### config.mk
export PLATFORM = sky130hd
export DESIGN_NAME = mmod_div_cell
export DESIGN_NICKNAME = d
export VERILOG_FILES = /design/src/rtl/mmod_pkg.sv /design/src/rtl/mmod_div_cell.sv
export SDC_FILE = /design/constraint.sdc
export NUM_CORES = 1
export LEC_CHECK = 0
export ABC_AREA = 1
export BUFFER_PORTS_ARGS = -buffer_cell sky130_fd_sc_hd__clkbuf_2
export CAP_MARGIN = 5
export CORE_AREA = 2 2 344 346
export CTS_BUF_LIST = sky130_fd_sc_hd__clkbuf_8
export DETAILED_ROUTE_END_ITERATION = 7
export DIE_AREA = 0 0 346 348
export GPL_TIMING_DRIVEN = 0
export SKIP_LAST_GASP = 1
export SYNTH_ARGS = -nofsm -noshare
export SYNTH_HDL_FRONTEND = slang
export SYNTH_SLANG_ARGS = --single-unit
### constraint.sdc
create_clock -name clk -period 2.1 [get_ports clk]
set_clock_uncertainty 0.1 [all_clocks]
set_input_delay 0.315 -clock clk [delete_from_list [all_inputs] [get_ports clk]]
set_output_delay 0.315 -clock clk [all_outputs]
set_load 0.05 [all_outputs]
### src/rtl/mmod_pkg.sv
`default_nettype none
package mmod_pkg;

  // Widths of the intermediate values (Q32.32 raw for sums, Q16.16 for the root).
  localparam int unsigned SumW  = 68;  // trace B + 2|det A|, never negative
  localparam int unsigned RootW = 34;  // floor(sqrt(S))
  localparam int unsigned RemW  = 36;  // square root partial remainder
  localparam int unsigned NumW  = 67;  // signed numerators
  localparam int unsigned DRemW = 35;  // division partial remainder
  localparam int unsigned QW    = 32;  // quotient bits produced by the chain
  localparam int unsigned Lanes = 4;

  localparam logic [QW-1:0] QPosMax = 32'h7FFF_FFFF;
  localparam logic [QW-1:0] QNegMax = 32'h8000_0000;

  localparam logic [2:0] AddrLimit = 3'd0;

  // Word travelling down the square root chain.
  typedef struct packed {
    logic                             valid;
    logic [SumW-1:0]                  v;
    logic [RootW-1:0]                 root;
    logic [RemW-1:0]                  rem;
    logic [Lanes-1:0][NumW-1:0]       n;
  } sq_t;

  // Word travelling down the division chain, one lane per matrix entry.
  typedef struct packed {
    logic                             valid;
    logic                             degen;
    logic [RootW-1:0]                 s;
    logic [Lanes-1:0]                 neg;
    logic [Lanes-1:0]                 big;
    logic [Lanes-1:0][DRemW-1:0]      rem;
    logic [Lanes-1:0][QW-1:0]         lo;
    logic [Lanes-1:0][QW-1:0]         q;
  } dv_t;

endpackage
`default_nettype wire

### src/rtl/mmod_div_cell.sv
`default_nettype none
module mmod_div_cell
  import mmod_pkg::*;
(
  input  wire logic clk,
  input  wire logic rst_n,
  input  wire logic en,
  input  wire dv_t  i_d,
  output dv_t       o_d
);

  logic [DRemW:0] rs [Lanes];
  logic [DRemW:0] diff [Lanes];
  logic [Lanes-1:0] ge;
  dv_t nxt, data_r;
  logic vld_r;

  // One quotient bit per lane per cell, restoring division by the root.
  always_comb begin
    nxt = i_d;
    for (int l = 0; l < Lanes; l++) begin
      rs[l]      = {i_d.rem[l], i_d.lo[l][QW-1]};
      ge[l]      = rs[l] >= {2'b00, i_d.s};
      diff[l]    = rs[l] - {2'b00, i_d.s};
      nxt.rem[l] = ge[l] ? diff[l][DRemW-1:0] : rs[l][DRemW-1:0];
      nxt.lo[l]  = {i_d.lo[l][QW-2:0], 1'b0};
      nxt.q[l]   = {i_d.q[l][QW-2:0], ge[l]};
    end
  end

  always_ff @(posedge clk) begin
    if (en) begin
      data_r <= nxt;
    end
  end

  always_ff @(posedge clk) begin
    if (!rst_n) begin
      vld_r <= 1'b0;
    end else if (en) begin
      vld_r <= i_d.valid;
    end
  end

  always_comb begin
    o_d       = data_r;
    o_d.valid = vld_r;
  end

endmodule
`default_nettype wire

==> reports/metrics.cfg <==
[die]
ios=883
start_util_pct=22.0
fp-row-count=126
design.core.area_um2=117000
die_h_um=348
fp.dieW_um=346
design.die.area_um2=120000

[routing]
num_vias=26600
drc=0
drtAntennaViolNets=0
route.detailed.wl_per_inst_um=23.8
first_iter_violations=1935
drt-vias-per-instance=4.36
drt_first_pass_iters=6
routed_wl_um=145000

[clock_network]
clk_latency_ns=0.77
clk_path_buf_depth=3
path_clk_slew_ns=0.06
cts_max_level=3
cts_tree=yes
clockRootBuffer=clkbuf_8
numCtsBuffers=87
cts.sink_count=436

[sta]
setup-tns-final_ns=-0.0100
slew_headroom_pct=53.1
maxSlewViolCount=0
holdWs_ns=-0.270
rsz0062_at_grt=yes
finalWorstSetupSlack_ns=-0.00724
fin_crit_ns=2.11
hold_viol_final=8
fin_crit_sh_pct=100
worst_pin_slew_ns=0.703
setup_viol=2
max_clock_freq_mhz=475

[yosys]
synthXorXnorAreaFrac_pct=2.45
synth_edf_count=435
ys.flop_type=edfxtp_1
ys_ff_latch=436
ys_seq_area_share_pct=50.9
synthAdderAreaFrac_pct=6.93
netlist_instances=3021
synth_cell_type_count=34
syn_area_per_cell_um2=8.50
synth_top_family_by_area=simple AND/OR/NAND/NOR gates
synth_mux_area_share_pct=0
async_flop_share_pct=0
ys_warn_count=0
syn_area_um2=25700
synth-simple-area-share_pct=28.0
synth_compound_area_share_pct=3.65

[grt]
grt_overflow=0
grt_pass1_vias=26000
grt_max_degree=106
grt.total_usage_pct=23.3
antenna_found_initial=50
grt_pass1_wl_um=195000

[layout]
drive_gt1_share_pct=29.4
final_util_pct=34.4
layout.nets=5059
synthToLayoutAreaGrowth_pct=56.6
design_area_um2=40200
stdcell_count=6105

[critical_path]
crit_start=i_d[365]
endpoint=o_d[388]$_DFFE_PP_
worstReg2RegStart=vld_r$_SDFFE_PN0P_
worstSetupEndpointType=flop
r2r_slack_ns=1.34
crit_type=input port to flop
path_max_fanout=10
r2r_end=vld_r$_SDFFE_PN0P_
cp.arrival_ns=2.62
worstPathRequired_ns=2.61
setup.worst_path.start_class=input port
ff2ff_path_depth=2

[power]
ir_drop_uv=512
cellPowerDensity_nw_per_um2=774
power.leakage_nw=19.4

[placement]
port_buffers=874
gp_congestion=0.957
dp.cells=5438
place_ws_ns=-1.21
hpwl_um=117000
placed_cell_area_um2=32300

[outcome]
status=complete, but fails checks
violations=hold timing, setup timing

[flow_run]
drv_cap=0

[worst_hold_path]
hold_class=input port to flop

critical path, cell delays in order:
cell and delay (ns):
dlygate4sd3_1 0.54, clkbuf_2 0.14, ha_4 0.29, nand2_1 0.13, nor2_2 0.17, nand2_2 0.09, nor2_2 0.10, nand2_1 0.06
nand3_2 0.08, nand3_2 0.09, nand2_4 0.10, buf_12 0.15, buf_12 0.15, nand3_2 0.09, nand2_1 0.12
through the flow:
step,hold WS (ns),power (W)
after global placement,0.392,0.0207
after detailed placement,0.394,0.0205
after CTS,-0.413,0.0313
after floorplan,0.308,0.0172
final,-0.270,0.0312
after global routing,-0.331,0.0325
cell families after synthesis:
kind of cell / count (synthesis)
compound gates: 174
xor+xnor: 72
fa+ha+maj: 140
buf+inv: 498
flops: 436
other cells: 1
simple gates: 1700
cell usage after synthesis (5+ instances only):
library cell,number,share of area [%]
a21oi_1,112,2.2
buf_2,12,0.23
buf_4,5,0.15
buf_6,11,0.48
edfxtp_1,435,51
ha_1,136,6.6
inv_1,455,6.6
inv_2,10,0.15
nand2_1,1181,17
nand2_2,28,0.68
nand3_1,83,1.6
nand3_2,49,1.9
nand3b_1,34,0.99
nand4_1,30,0.73
nor2_1,245,3.6
nor2_2,14,0.34
nor3_1,24,0.47
o21ai_0,35,0.68
o21bai_1,23,0.67
xnor2_1,11,0.37
xor2_1,61,2.1
cell type report:
cell class	count	area [um^2]
Multi-Input combinational cell	2090	11300
Sequential cell	436	13100
Tap cell	1536	1920
Clock buffer	88	1210
Timing Repair Buffer	1363	9810
Clock inverter	71	622
Inverter	465	1870
Buffer	33	380
Antenna cell	23	57.6
Fill cell	12300	76800
report_power, final:
part / leakage, nW / switching, W / internal (W)
sequential: 4.26 / 0.000396 / 0.0107
clock: 0.996 / 0.00436 / 0.00522
combinational: 14.2 / 0.00745 / 0.00304
total: 19.4 / 0.0122 / 0.0189
per-layer routing:
layer  global-route usage (%)  wire, um  vias to the layer above
met2                     40.1     70400                     1054
met4                     10.6      7000                       30
met5                        0       215                        -
li1                         -         -                    12700
met1                     27.2     58000                    12600
met3                     5.90      9750                      235
sequential cells by signal (all words and copies together) (netlist names):
signal  cells
vld_r       1
o_d       435
repair_timing:
| action | in CTS | in global routing |
|---|---|---|
| hold buffers | 428 | 16 |
| setup endpoints to repair | 165 | 141 |
| buffers inserted | 36 | 17 |
| hold endpoints to repair | 489 | 70 |
| gates resized for setup | 66 | 134 |
| pin swaps | 0 | 20 |
how the worst min path moves through the flow:
| stage | cells past startpoint | to | start |
|---|---|---|---|
| final | 3 | o_d[264]$_DFFE_PP_ | i_d[263] |
| after CTS | 3 | o_d[320]$_DFFE_PP_ | i_d[319] |
| after global placement | 1 | o_d[73]$_DFFE_PP_ | i_d[72] |
| after detailed placement | 1 | o_d[30]$_DFFE_PP_ | i_d[29] |
| after global routing | 3 | o_d[264]$_DFFE_PP_ | i_d[263] |
| after floorplan | 1 | vld_r$_SDFFE_PN0P_ | en |
cells in the final DEF, fill, tap and decap left out, types with 8 or more instances in the layout:
cell,instances
ha_1,95
inv_2,11
dlygate4sd3_1,434
nor2_4,10
nand2_2,47
nand2_1,1160
nor3_1,22
clkbuf_2,843
bufinv_16,10
clkinvlp_4,35
nand3_2,54
nand3b_1,34
inv_1,435
clkinv_1,21
clkbuf_8,100
edfxtp_1,435
buf_4,29
ha_2,8
buf_12,39
clkbuf_4,12
o21ai_0,30
diode_2,23
buf_6,14
clkinv_2,16
o21bai_1,23
nor2_2,30
nand4_1,30
nor2_1,223
a21oi_2,13
xnor2_1,11
xor2_1,61
ha_4,33
a21oi_1,99
nand3_1,78
(Power assumes the default switching activity.)
