File: src/rtl/mmod_pkg.sv
`default_nettype none
package mmod_pkg;

  // Widths of the intermediate values (Q32.32 raw for sums, Q16.16 for the root).
  localparam int unsigned SumW  = 68;  // trace B + 2|det A|, never negative
  localparam int unsigned RootW = 34;  // floor(sqrt(S))
  localparam int unsigned RemW  = 36;  // square root partial remainder
  localparam int unsigned NumW  = 67;  // signed numerators
  localparam int unsigned DRemW = 35;  // division partial remainder
  localparam int unsigned QW    = 32;  // quotient bits produced by the chain
  localparam int unsigned Lanes = 4;

  localparam logic [QW-1:0] QPosMax = 32'h7FFF_FFFF;
  localparam logic [QW-1:0] QNegMax = 32'h8000_0000;

  localparam logic [2:0] AddrLimit = 3'd0;

  // Word travelling down the square root chain.
  typedef struct packed {
    logic                             valid;
    logic [SumW-1:0]                  v;
    logic [RootW-1:0]                 root;
    logic [RemW-1:0]                  rem;
    logic [Lanes-1:0][NumW-1:0]       n;
  } sq_t;

  // Word travelling down the division chain, one lane per matrix entry.
  typedef struct packed {
    logic                             valid;
    logic                             degen;
    logic [RootW-1:0]                 s;
    logic [Lanes-1:0]                 neg;
    logic [Lanes-1:0]                 big;
    logic [Lanes-1:0][DRemW-1:0]      rem;
    logic [Lanes-1:0][QW-1:0]         lo;
    logic [Lanes-1:0][QW-1:0]         q;
  } dv_t;

endpackage
`default_nettype wire

File: src/rtl/mmod_sqrt_cell.sv
`default_nettype none
module mmod_sqrt_cell
  import mmod_pkg::*;
(
  input  wire logic clk,
  input  wire logic rst_n,
  input  wire logic en,
  input  wire sq_t  i_d,
  output sq_t       o_d
);

  logic [RemW+1:0] rs, trial, diff;
  logic            ge;
  sq_t             nxt, data_r;
  logic            vld_r;

  // One root bit per cell: bring in the next two radicand bits and try the bit.
  always_comb begin
    rs         = {i_d.rem, i_d.v[SumW-1 -: 2]};
    trial      = {2'b00, i_d.root, 2'b01};
    ge         = rs >= trial;
    diff       = rs - trial;
    nxt        = i_d;
    nxt.v      = {i_d.v[SumW-3:0], 2'b00};
    nxt.root   = {i_d.root[RootW-2:0], ge};
    nxt.rem    = ge ? diff[RemW-1:0] : rs[RemW-1:0];
  end

  always_ff @(posedge clk) begin
    if (en) begin
      data_r <= nxt;
    end
  end

  always_ff @(posedge clk) begin
    if (!rst_n) begin
      vld_r <= 1'b0;
    end else if (en) begin
      vld_r <= i_d.valid;
    end
  end

  always_comb begin
    o_d       = data_r;
    o_d.valid = vld_r;
  end

endmodule
`default_nettype wire

File: config.mk
export PLATFORM = sky130hd
export DESIGN_NAME = mmod_sqrt_cell
export DESIGN_NICKNAME = d
export VERILOG_FILES = /design/src/rtl/mmod_pkg.sv /design/src/rtl/mmod_sqrt_cell.sv
export SDC_FILE = /design/constraint.sdc
export NUM_CORES = 1
export LEC_CHECK = 0
export BUFFER_PORTS_ARGS = -buffer_cell sky130_fd_sc_hd__clkbuf_2
export CORE_AREA = 3 3 321 323
export CTS_CLUSTER_SIZE = 14
export DETAILED_ROUTE_END_ITERATION = 6
export DIE_AREA = 0 0 324 326
export GPL_TIMING_DRIVEN = 0
export SLEW_MARGIN = 15
export SYNTH_ARGS = -nofsm -noshare
export SYNTH_HDL_FRONTEND = slang
export SYNTH_SLANG_ARGS = --single-unit
File: constraint.sdc
create_clock -name clk -period 5 [get_ports clk]
set_input_delay 0.25 -clock clk [delete_from_list [all_inputs] [get_ports clk]]
set_output_delay 0.25 -clock clk [all_outputs]
set_load 0.05 [all_outputs]
==> results of run 1 <==
-- layout make-up --
cell class              count  share of cell area [%]
flip-flops and latches    405                    45.9
repair buffers           1220                    31.1
multi-input cells         339                    8.70
well taps                1298                    6.14
clock buffers              57                    4.91
clock inverters            35                    1.81
inverters                  45                   0.638
plain buffers              20                   0.482
diodes                     30                   0.284
-- critical path, delay by kind of cell --
kind | cells | cell delay, ns
adder cells (fa/ha/maj) | 1 | 0.26
AO/OA/AOI/OAI | 5 | 1.63
buffers and inverters | 4 | 1.16
AND/OR/NAND/NOR | 3 | 0.73
XOR/XNOR | 1 | 0.16
-- sequential cells by signal (all words and copies together) (netlist names) --
| register | cells |
|---|---|
| vld_r | 1 |
| o_d | 404 |
-- power groups by stage --
stage          Clock (µW)  Combinational (µW)  Sequential (µW)
6_report             3940                2320             4170
5_1_grt              4210                2440             4200
4_1_cts              4120                2350             4170
3_5_place_dp            0                2060             4230
3_3_place_gp            0                2040             4290
2_1_floorplan           0                 280             5250
-- through the flow --
| step | cells | setup WS [ns] | total power (µW) | cell area (µm²) |
|---|---|---|---|---|
| 5_1_grt | 3440 | 0.890 | 10800 | 26400 |
| 3_5_place_dp | 2926 | 1.23 | 6300 | 20600 |
| 4_1_cts | 3419 | 1.14 | 10600 | 26400 |
| 2_1_floorplan | 809 | 2.26 | 5530 | 14800 |
| 6_report | 3449 | 1.24 | 10400 | 26500 |
| 3_3_place_gp | 2921 | -3.80 | 6330 | 20400 |
-- layer usage --
layer | vias up | share of wire, %
met3 | 98 | 9.2
met4 | 22 | 2.2
met5 | - | 0.19
met2 | 565 | 51
met1 | 6034 | 37
li1 | 5696 | -
-- worst max path at each step --
stage / startpoint / endpoint / slack (ns) / cells after the start
final: i_d[318] / o_d[296] / 1.24 / 14
after global routing: i_d[318] / o_d[296] / 0.89 / 14
after CTS: i_d[318] / o_d[296] / 1.14 / 14
after detailed placement: i_d[318] / o_d[296] / 1.23 / 13
after global placement: en / vld_r / -3.80 / 3
after floorplan: i_d[309] / o_d[272] / 2.26 / 11
-- logic make-up (layout without fill, tap and decap cells) --
kind of cell | Yosys count | after routing | synth area share (%)
flip-flops | 405 | 405 | 82.4
AO/OA/AOI/OAI | 146 | 146 | 6.57
AND/OR/NAND/NOR | 118 | 118 | 3.67
buffers and inverters | 65 | 1377 | 2.01
adder cells (fa/ha/maj) | 36 | 36 | 3.05
XOR/XNOR | 31 | 31 | 1.84
multiplexers | 6 | 6 | 0.433
other | 1 | 32 | 0.0254
-- synthesized netlist by cell type, types with 3 or more instances --
master,number
a21o_1,14
a21oi_1,35
a31oi_1,6
and3_1,3
buf_2,7
buf_4,3
buf_6,4
clkbuf_1,4
edfxtp_1,404
ha_1,36
inv_1,45
mux2_1,3
mux2i_1,3
nand2_1,58
nand2b_1,4
nand3_1,5
nand4_1,8
nor2_1,21
nor2b_1,4
nor3_1,5
o211ai_1,4
o21a_1,6
o21ai_0,39
o21ai_1,9
o21bai_1,4
xnor2_1,15
xor2_1,16
==> results.json, run 1 <==
{
  "dr.first_iter.drc_count": 639,
  "cellPowerDensity_nw_per_um2": 394,
  "top_usage_layer": "met2",
  "period_needed_ns": 3.76,
  "comb_power_share_pct": 22.2,
  "status": "finished clean",
  "multi_input_area_um2": 2300,
  "grt_max_degree": 98,
  "numCtsBuffers": 50,
  "synth_cell_types": 63,
  "drc": 0,
  "design.die.area_um2": 106000,
  "rows": 116,
  "finalNetCount": 2527,
  "drt_first_pass_iters": 5,
  "max_freq_mhz": 266,
  "routed-via-count": 12415,
  "ys_seq_area_share_pct": 82.4,
  "peakVddDrop_mv": 0.238,
  "pwr-share-seq_pct": 39.9,
  "final_util_pct": 26.4,
  "area_growth_pct": 79.4,
  "wl_per_cell_um": 21.3,
  "grt_overflow": 0,
  "drive_above_1_share_pct": 43.4,
  "synth_top_area_share_pct": 82.3,
  "regToRegEndpoint": "vld_r",
  "clk-insertion-delay-late_ns": 0.62,
  "timing.max_cap.violations": 0,
  "setup_viol": 0,
  "regArea_um2": 12200,
  "antenna_left": 0,
  "slowest_delay_ns": 0.65,
  "cp-end-kind": "flip-flop",
  "wl_um": 73300,
  "async_flop_share_pct": 0,
  "yosys_warnings": 0,
  "p_leak_uw": 0.0112,
  "cts-resized-gates": 0,
  "dieHeight_um": 326,
  "maxSlewViolCount": 0,
  "slew-limit-headroom_pct": 46.1,
  "final_cell_mix": "815 x clkbuf_2, 404 x edfxtp_1, 401 x dlygate4sd3_1",
  "pin_count": 817,
  "synth_top_area_cell": "edfxtp_1",
  "tns_ns": 0,
  "worstRegToRegCells": 3,
  "post-cts-setup-buffers": 0,
  "cts_buffer_depth": 3,
  "grtUsageMet3_pct": 5.06,
  "grt_antenna_before_repair": 43,
  "grt_pass1_wl_um": 97900,
  "dp_hpwl_um": 57700,
  "clockRootBuffer": "clkbuf_16",
  "viasPerCell": 3.60,
  "coreArea_um2": 100000,
  "final_common_cell": "clkbuf_2",
  "cpMostUsedCell": "o21ai_0",
  "synth.area.top_cells": "edfxtp_1 82%, ha_1 3.1%, nand2_1 1.5%",
  "worst_pin_slew_ns": 0.801,
  "grt_setup_unrepaired": "no",
  "grt_pass1_vias": 12931,
  "ff2ff_setup_slack_ns": 3.83,
  "cts.sinks": 405,
  "power.switching_uw": 3310,
  "cp_data_arrival_time_ns": 4.19,
  "holdPathStages": 3,
  "critical_path.startpoint_type": "input port",
  "finalHoldViolations": 0,
  "cts_hold_buffers": 401,
  "regToRegStartpoint": "vld_r",
  "die_w_um": 324,
  "cts_tree": "done",
  "hold_path_class": "in -> reg",
  "synthFlopType": "edfxtp_1",
  "ys_ff_latch": 405,
  "fin_crit_sh_pct": 75.2,
  "synth_cells": 808,
  "gr-usage-met1_pct": 14.5,
  "portBuffers": 814,
  "critPathSlowestCell": "dlygate4sd3_1",
  "p_clk_share_pct": 37.8,
  "grt_util_all_layers_pct": 13.3,
  "clk_pin_slew_ns": 0.06,
  "path_max_fanout": 7,
  "holdWs_ns": 0.0297,
  "fin_skew_ns": 0,
  "p_sw_share_pct": 31.8,
  "syn-mean-instance-area_um2": 18.3,
  "gp_congestion": 0.824,
  "synth_edf_count": 404,
  "hold_start": "i_d[283]",
  "synth_area_um2": 14700,
  "min_to": "o_d[285]",
  "path_cells": "dlygate4sd3_1, clkbuf_2, inv_1, ha_1, clkbuf_1, nand2_1, nor2_1, nand3_1, a311oi_1, o21ai_0, a21oi_1, a31oi_1, xor2_1, o21ai_0",
  "required_ns": 5.43,
  "ctsHtreeMaxLevel": 2,
  "nFillCells": 10380,
  "power.internal_uw": 7120,
  "gr-usage-met2_pct": 23.9,
  "worst-setup-path-type": "in -> reg",
  "start_util_pct": 14.7
}
(Power assumes the default switching activity.)
==> inputs of run 2 (changes only) <==
- CORE_AREA: 3 3 321 323 -> 3 3 316 318
- DIE_AREA: 0 0 324 326 -> 0 0 319 321
- clock period: 5 -> 3.7 ns (I/O delays scaled with it)
==> run 2 against run 1 <==
  * Core utilization grew 0.69 points
  * Highest routed layer unchanged
  * Die area shrank 3.1%
  * Clock skew is the same
  * Setup slack lost 0.94 ns
  * Critical path type unchanged
  * First-iteration DRC count grew 12%
==> results.json, run 2 (same netlist as run 1, synthesis figures left out) <==
{
  "status": "finished clean",
  "grt_util_all_layers_pct": 13.6,
  "cp-end-kind": "flip-flop",
  "ctsHtreeMaxLevel": 2,
  "critPathSlowestCell": "dlygate4sd3_1",
  "drive_above_1_share_pct": 43.4,
  "wl_met2_um": 34800,
  "portBuffers": 814,
  "wl_um": 72600,
  "fin_skew_ns": 0,
  "layout_setup_ws_ns": 0.303,
  "area_growth_pct": 78.0,
  "setup_viol": 0,
  "grt_max_degree": 95,
  "clk_pin_slew_ns": 0.06,
  "cp_data_arrival_time_ns": 3.74,
  "viasPerCell": 3.62,
  "p_leak_uw": 0.0111,
  "design.die.area_um2": 102000,
  "coreArea_um2": 96900,
  "dp_hpwl_um": 56800,
  "worst-setup-path-type": "in -> reg",
  "hold_path_class": "in -> reg",
  "place_worst_setup_slack_ns": 0.0256,
  "timing.max_cap.violations": 0,
  "cellPowerDensity_nw_per_um2": 519,
  "clockRootBuffer": "clkbuf_16",
  "start_util_pct": 15.2,
  "met1_length_um": 27400,
  "post-cts-setup-buffers": 0,
  "max_freq_mhz": 294,
  "drc": 0,
  "final_common_cell": "clkbuf_2",
  "stdcell_area_um2": 26300,
  "critical_path.startpoint_type": "input port",
  "grt_setup_unrepaired": "no",
  "wl_met3_um": 6530,
  "grt_antenna_before_repair": 30,
  "path_cells": "dlygate4sd3_1, clkbuf_2, inv_1, ha_1, clkbuf_1, nand2_1, nor2_1, nand3_1, a311oi_2, o21ai_0, a21oi_1, a31oi_1, xor2_1, o21ai_0",
  "tns_ns": 0,
  "routed-via-count": 12346,
  "largest_reg_flops": 404,
  "rows": 114,
  "top_layer_used": "met5",
  "grt_pass1_wl_um": 98100,
  "required_ns": 4.05,
  "numCtsBuffers": 49,
  "drt_first_pass_iters": 4,
  "dieHeight_um": 321,
  "cts.sinks": 405,
  "cts_tree": "done",
  "slew-limit-headroom_pct": 45.1,
  "clk-insertion-delay-late_ns": 0.61,
  "cts_buffer_depth": 3,
  "peakVddDrop_mv": 0.326,
  "final_util_pct": 27.1,
  "grt_overflow": 0,
  "wl_per_cell_um": 21.3,
  "die_w_um": 319,
  "antenna_left": 0,
  "period_needed_ns": 3.40,
  "place_area_um2": 20500,
  "final_cell_mix": "815 x clkbuf_2, 405 x dlygate4sd3_1, 404 x edfxtp_1",
  "fin_crit_sh_pct": 91.8,
  "pin_count": 817,
  "finalNetCount": 2529,
  "dr.first_iter.drc_count": 715,
  "finalHoldViolations": 0,
  "maxSlewViolCount": 0,
  "cpMostUsedCell": "o21ai_0",
  "worst_pin_slew_ns": 0.816,
  "nFillCells": 9943,
  "path_max_fanout": 7,
  "gp_congestion": 0.862,
  "grt_pass1_vias": 12882,
  "slowest_delay_ns": 0.61
}
## run 2: changes by cell type in the layout (fill, tap and decap cells not counted), sizes merged, moves of 3 or more
cell,previous run,this run
bufinv,10,4
inv,46,49
diode,30,16
dlygate4sd3,401,405
## run 2: layout make-up
class / count / area (µm²) / area share, %
repair buffers: 1223 / 8250 / 31.4
plain buffers: 20 / 128 / 0.486
diodes: 16 / 40.0 / 0.153
well taps: 1276 / 1600 / 6.08
clock buffers: 56 / 1270 / 4.85
multi-input cells: 339 / 2310 / 8.79
inverters: 45 / 169 / 0.643
flip-flops and latches: 405 / 12200 / 46.3
clock inverters: 34 / 342 / 1.30
## run 2: through the flow
step | std cells | power, µW | hold slack (ns)
2_1_floorplan | 809 | 7480 | 0.284
3_3_place_gp | 2899 | 8540 | 0.362
3_5_place_dp | 2903 | 8500 | 0.364
4_1_cts | 3398 | 13900 | 0.00823
5_1_grt | 3406 | 14200 | 0.0545
6_report | 3414 | 13600 | 0.0918
## run 2: worst max-delay path, delay by kind of cell
family / cells / cell delay (ns)
AOI/OAI and AO/OA: 5 / 1.23
buffers and inverters: 4 / 1.17
and+or+nand+nor: 3 / 0.70
adders and majority gates: 1 / 0.27
xor gates and xnor gates: 1 / 0.18
## run 2: worst paths after layout
| path | startpoint | to | slack [ns] | cells after the start |
|---|---|---|---|---|
| max reg2reg | vld_r | vld_r | 2.51 | 3 |
| min | i_d[303] | o_d[302] | 0.09 | 4 |
| max | i_d[318] | o_d[296] | 0.30 | 14 |
| min reg2reg | vld_r | vld_r | 1.12 | 3 |
## run 2: report_power, final
part           total (µW)  internal [µW]  switching [µW]
sequential           5630           5510             122
clock                4870           2780            2090
combinational        3140            876            2260
## run 2: layer usage
layer	vias to the layer above	GRT usage, %
met2	575	22.8
li1	5680	-
met3	130	5.36
met1	5933	15.1
met5	-	0.370
met4	28	6.55
## run 2: timing repair
item / 4_1_cts / 5_1_grt
hold buffers: 405 / 0
endpoints found under the setup margin: 0 / 3
gates resized for setup: 0 / 1
endpoints found under the hold margin: 404 / 0
==> inputs of run 3 (changes only) <==
- CELL_PAD_IN_SITES_DETAIL_PLACEMENT: default -> 0
- CELL_PAD_IN_SITES_GLOBAL_PLACEMENT: default -> 1
- CORE_AREA: 3 3 316 318 -> 3 3 320 322
- CTS_BUF_LIST: default -> sky130_fd_sc_hd__clkbuf_4 sky130_fd_sc_hd__clkbuf_8
- DIE_AREA: 0 0 319 321 -> 0 0 323 325
- PLACE_DENSITY_LB_ADDON: default -> 0.1
==> run 3 against run 2 <==
  * Critical path depth is 1 lower
  * Clock power is 5.7% lower
  * Count of clock-buffer cells in the layout is 43 higher
  * Cell count is 2.3% higher
  * Routed wire length is 3.8% higher
  * Via count is 0.94% higher
  * Clock skew stayed put
  * Die area is 2.5% higher
  * Power is 2.0% lower
  * Non-clock buffer count is 2 higher
  * Setup slack worse by 0.068 ns
  * Flip-flop and latch count stayed put
  * Largest cell class unchanged
  * Highest routed layer unchanged
==> results.json, run 3 (same netlist as run 1, synthesis figures left out) <==
{
  "grt_max_degree": 97,
  "fin_skew_ns": 0,
  "slew-limit-headroom_pct": 50.7,
  "final_common_cell": "clkbuf_2",
  "dp_hpwl_um": 60800,
  "ctsHtreeMaxLevel": 3,
  "dr.first_iter.drc_count": 572,
  "start_util_pct": 14.8,
  "peakVddDrop_mv": 0.222,
  "path_cells": "dlygate4sd3_1, clkbuf_2, inv_1, ha_1, clkbuf_1, nand2_1, o31a_4, o31ai_4, a31o_4, a31oi_4, buf_2, a22o_1, dlygate4sd3_1",
  "grt_setup_unrepaired": "no",
  "post-cts-setup-buffers": 0,
  "coreArea_um2": 99900,
  "grt_pass1_vias": 13363,
  "antenna_left": 0,
  "nFillCells": 10707,
  "area_growth_pct": 78.1,
  "stdcell_area_um2": 26300,
  "path_max_fanout": 10,
  "finalNetCount": 2566,
  "worst-setup-path-type": "in -> reg",
  "required_ns": 4.12,
  "rows": 116,
  "drt_first_pass_iters": 4,
  "grt_pass1_wl_um": 103000,
  "fin_crit_sh_pct": 93.7,
  "critical_path.startpoint_type": "input port",
  "setup_viol": 0,
  "p_leak_uw": 0.0112,
  "fin_cells": 3493,
  "clk_pin_slew_ns": 0.06,
  "cpMostUsedCell": "dlygate4sd3_1",
  "cellPowerDensity_nw_per_um2": 509,
  "finalHoldViolations": 0,
  "place_worst_setup_slack_ns": 0.0828,
  "wl_per_cell_um": 21.6,
  "drc": 0,
  "cts.sinks": 405,
  "portBuffers": 814,
  "cts_buffer_depth": 3,
  "grt_overflow": 0,
  "cts_tree": "done",
  "grt_util_all_layers_pct": 13.9,
  "p_total_uw": 13400,
  "numCtsBuffers": 84,
  "drive_above_1_share_pct": 44.0,
  "cp-end-kind": "flip-flop",
  "wl_um": 75400,
  "cp_data_arrival_time_ns": 3.89,
  "clockRootBuffer": "clkbuf_8",
  "place_area_um2": 20600,
  "maxSlewViolCount": 0,
  "pin_count": 817,
  "clk-insertion-delay-late_ns": 0.67,
  "critPathSlowestCell": "dlygate4sd3_1",
  "place_inst": 2925,
  "viasPerCell": 3.57,
  "largest_reg_flops": 404,
  "layout_setup_ws_ns": 0.234,
  "slowest_delay_ns": 0.54,
  "hold_path_class": "in -> reg",
  "final_util_pct": 26.3,
  "gp_congestion": 0.781,
  "worst_pin_slew_ns": 0.734,
  "period_needed_ns": 3.47,
  "status": "finished clean",
  "die_w_um": 323,
  "grt_antenna_before_repair": 25,
  "dieHeight_um": 325,
  "max_freq_mhz": 289,
  "design.die.area_um2": 105000,
  "timing.max_cap.violations": 0,
  "routed-via-count": 12462,
  "final_cell_mix": "815 x clkbuf_2, 407 x dlygate4sd3_1, 404 x edfxtp_1"
}
run 3: what timing repair did:
action,CTS,global route
setup endpoints to repair,0,1
hold endpoints to repair,422,0
gates resized for setup,0,1
hold buffers,407,0
run 3: path summary, 6_finish.rpt:
kind         cells after the start  endpoint  slack (ns)      from
max                             13  o_d[302]        0.23  i_d[311]
min                              2  o_d[243]        0.22  i_d[243]
max reg2reg                      3     vld_r        2.57     vld_r
min reg2reg                      3     vld_r        1.06     vld_r
run 3: stage by stage:
| step | setup TNS, ns | hold WS [ns] |
|---|---|---|
| 2_1_floorplan | 0 | 0.284 |
| 3_3_place_gp | -2070.62 | 0.364 |
| 3_5_place_dp | 0 | 0.364 |
| 4_1_cts | 0 | 0.0778 |
| 5_1_grt | 0 | 0.135 |
| 6_report | 0 | 0.218 |
run 3: per-layer routing:
metal | global-route usage (%) | routed length, µm | up-vias
li1 | - | - | 5765
met1 | 14.4 | 27100 | 5977
met2 | 25.1 | 38600 | 537
met3 | 4.74 | 6330 | 163
met4 | 6.40 | 3340 | 20
met5 | 0 | 115 | -
run 3: layout make-up:
class | count | area (µm²) | area share, %
clock buffers | 99 | 1270 | 4.83
multi-input cells | 339 | 2320 | 8.82
inverters | 45 | 169 | 0.643
well taps | 1298 | 1620 | 6.18
clock inverters | 50 | 305 | 1.16
plain buffers | 20 | 128 | 0.486
diodes | 12 | 30.0 | 0.114
repair buffers | 1225 | 8270 | 31.5
flip-flops and latches | 405 | 12200 | 46.3
run 3: worst max-delay path, delay by kind of cell:
| family | cells | cell delay [ns] |
|---|---|---|
| AND/OR/NAND/NOR | 1 | 0.22 |
| adder cells (fa/ha/maj) | 1 | 0.26 |
| buffers and inverters | 6 | 1.80 |
| AO/OA/AOI/OAI | 5 | 1.40 |
run 3: report_power, final:
group | internal, µW | leakage (µW) | switching (µW)
clock | 2420 | 0.000811 | 2170
combinational | 880 | 0.00640 | 2280
sequential | 5510 | 0.00396 | 105
total | 8810 | 0.0112 | 4550
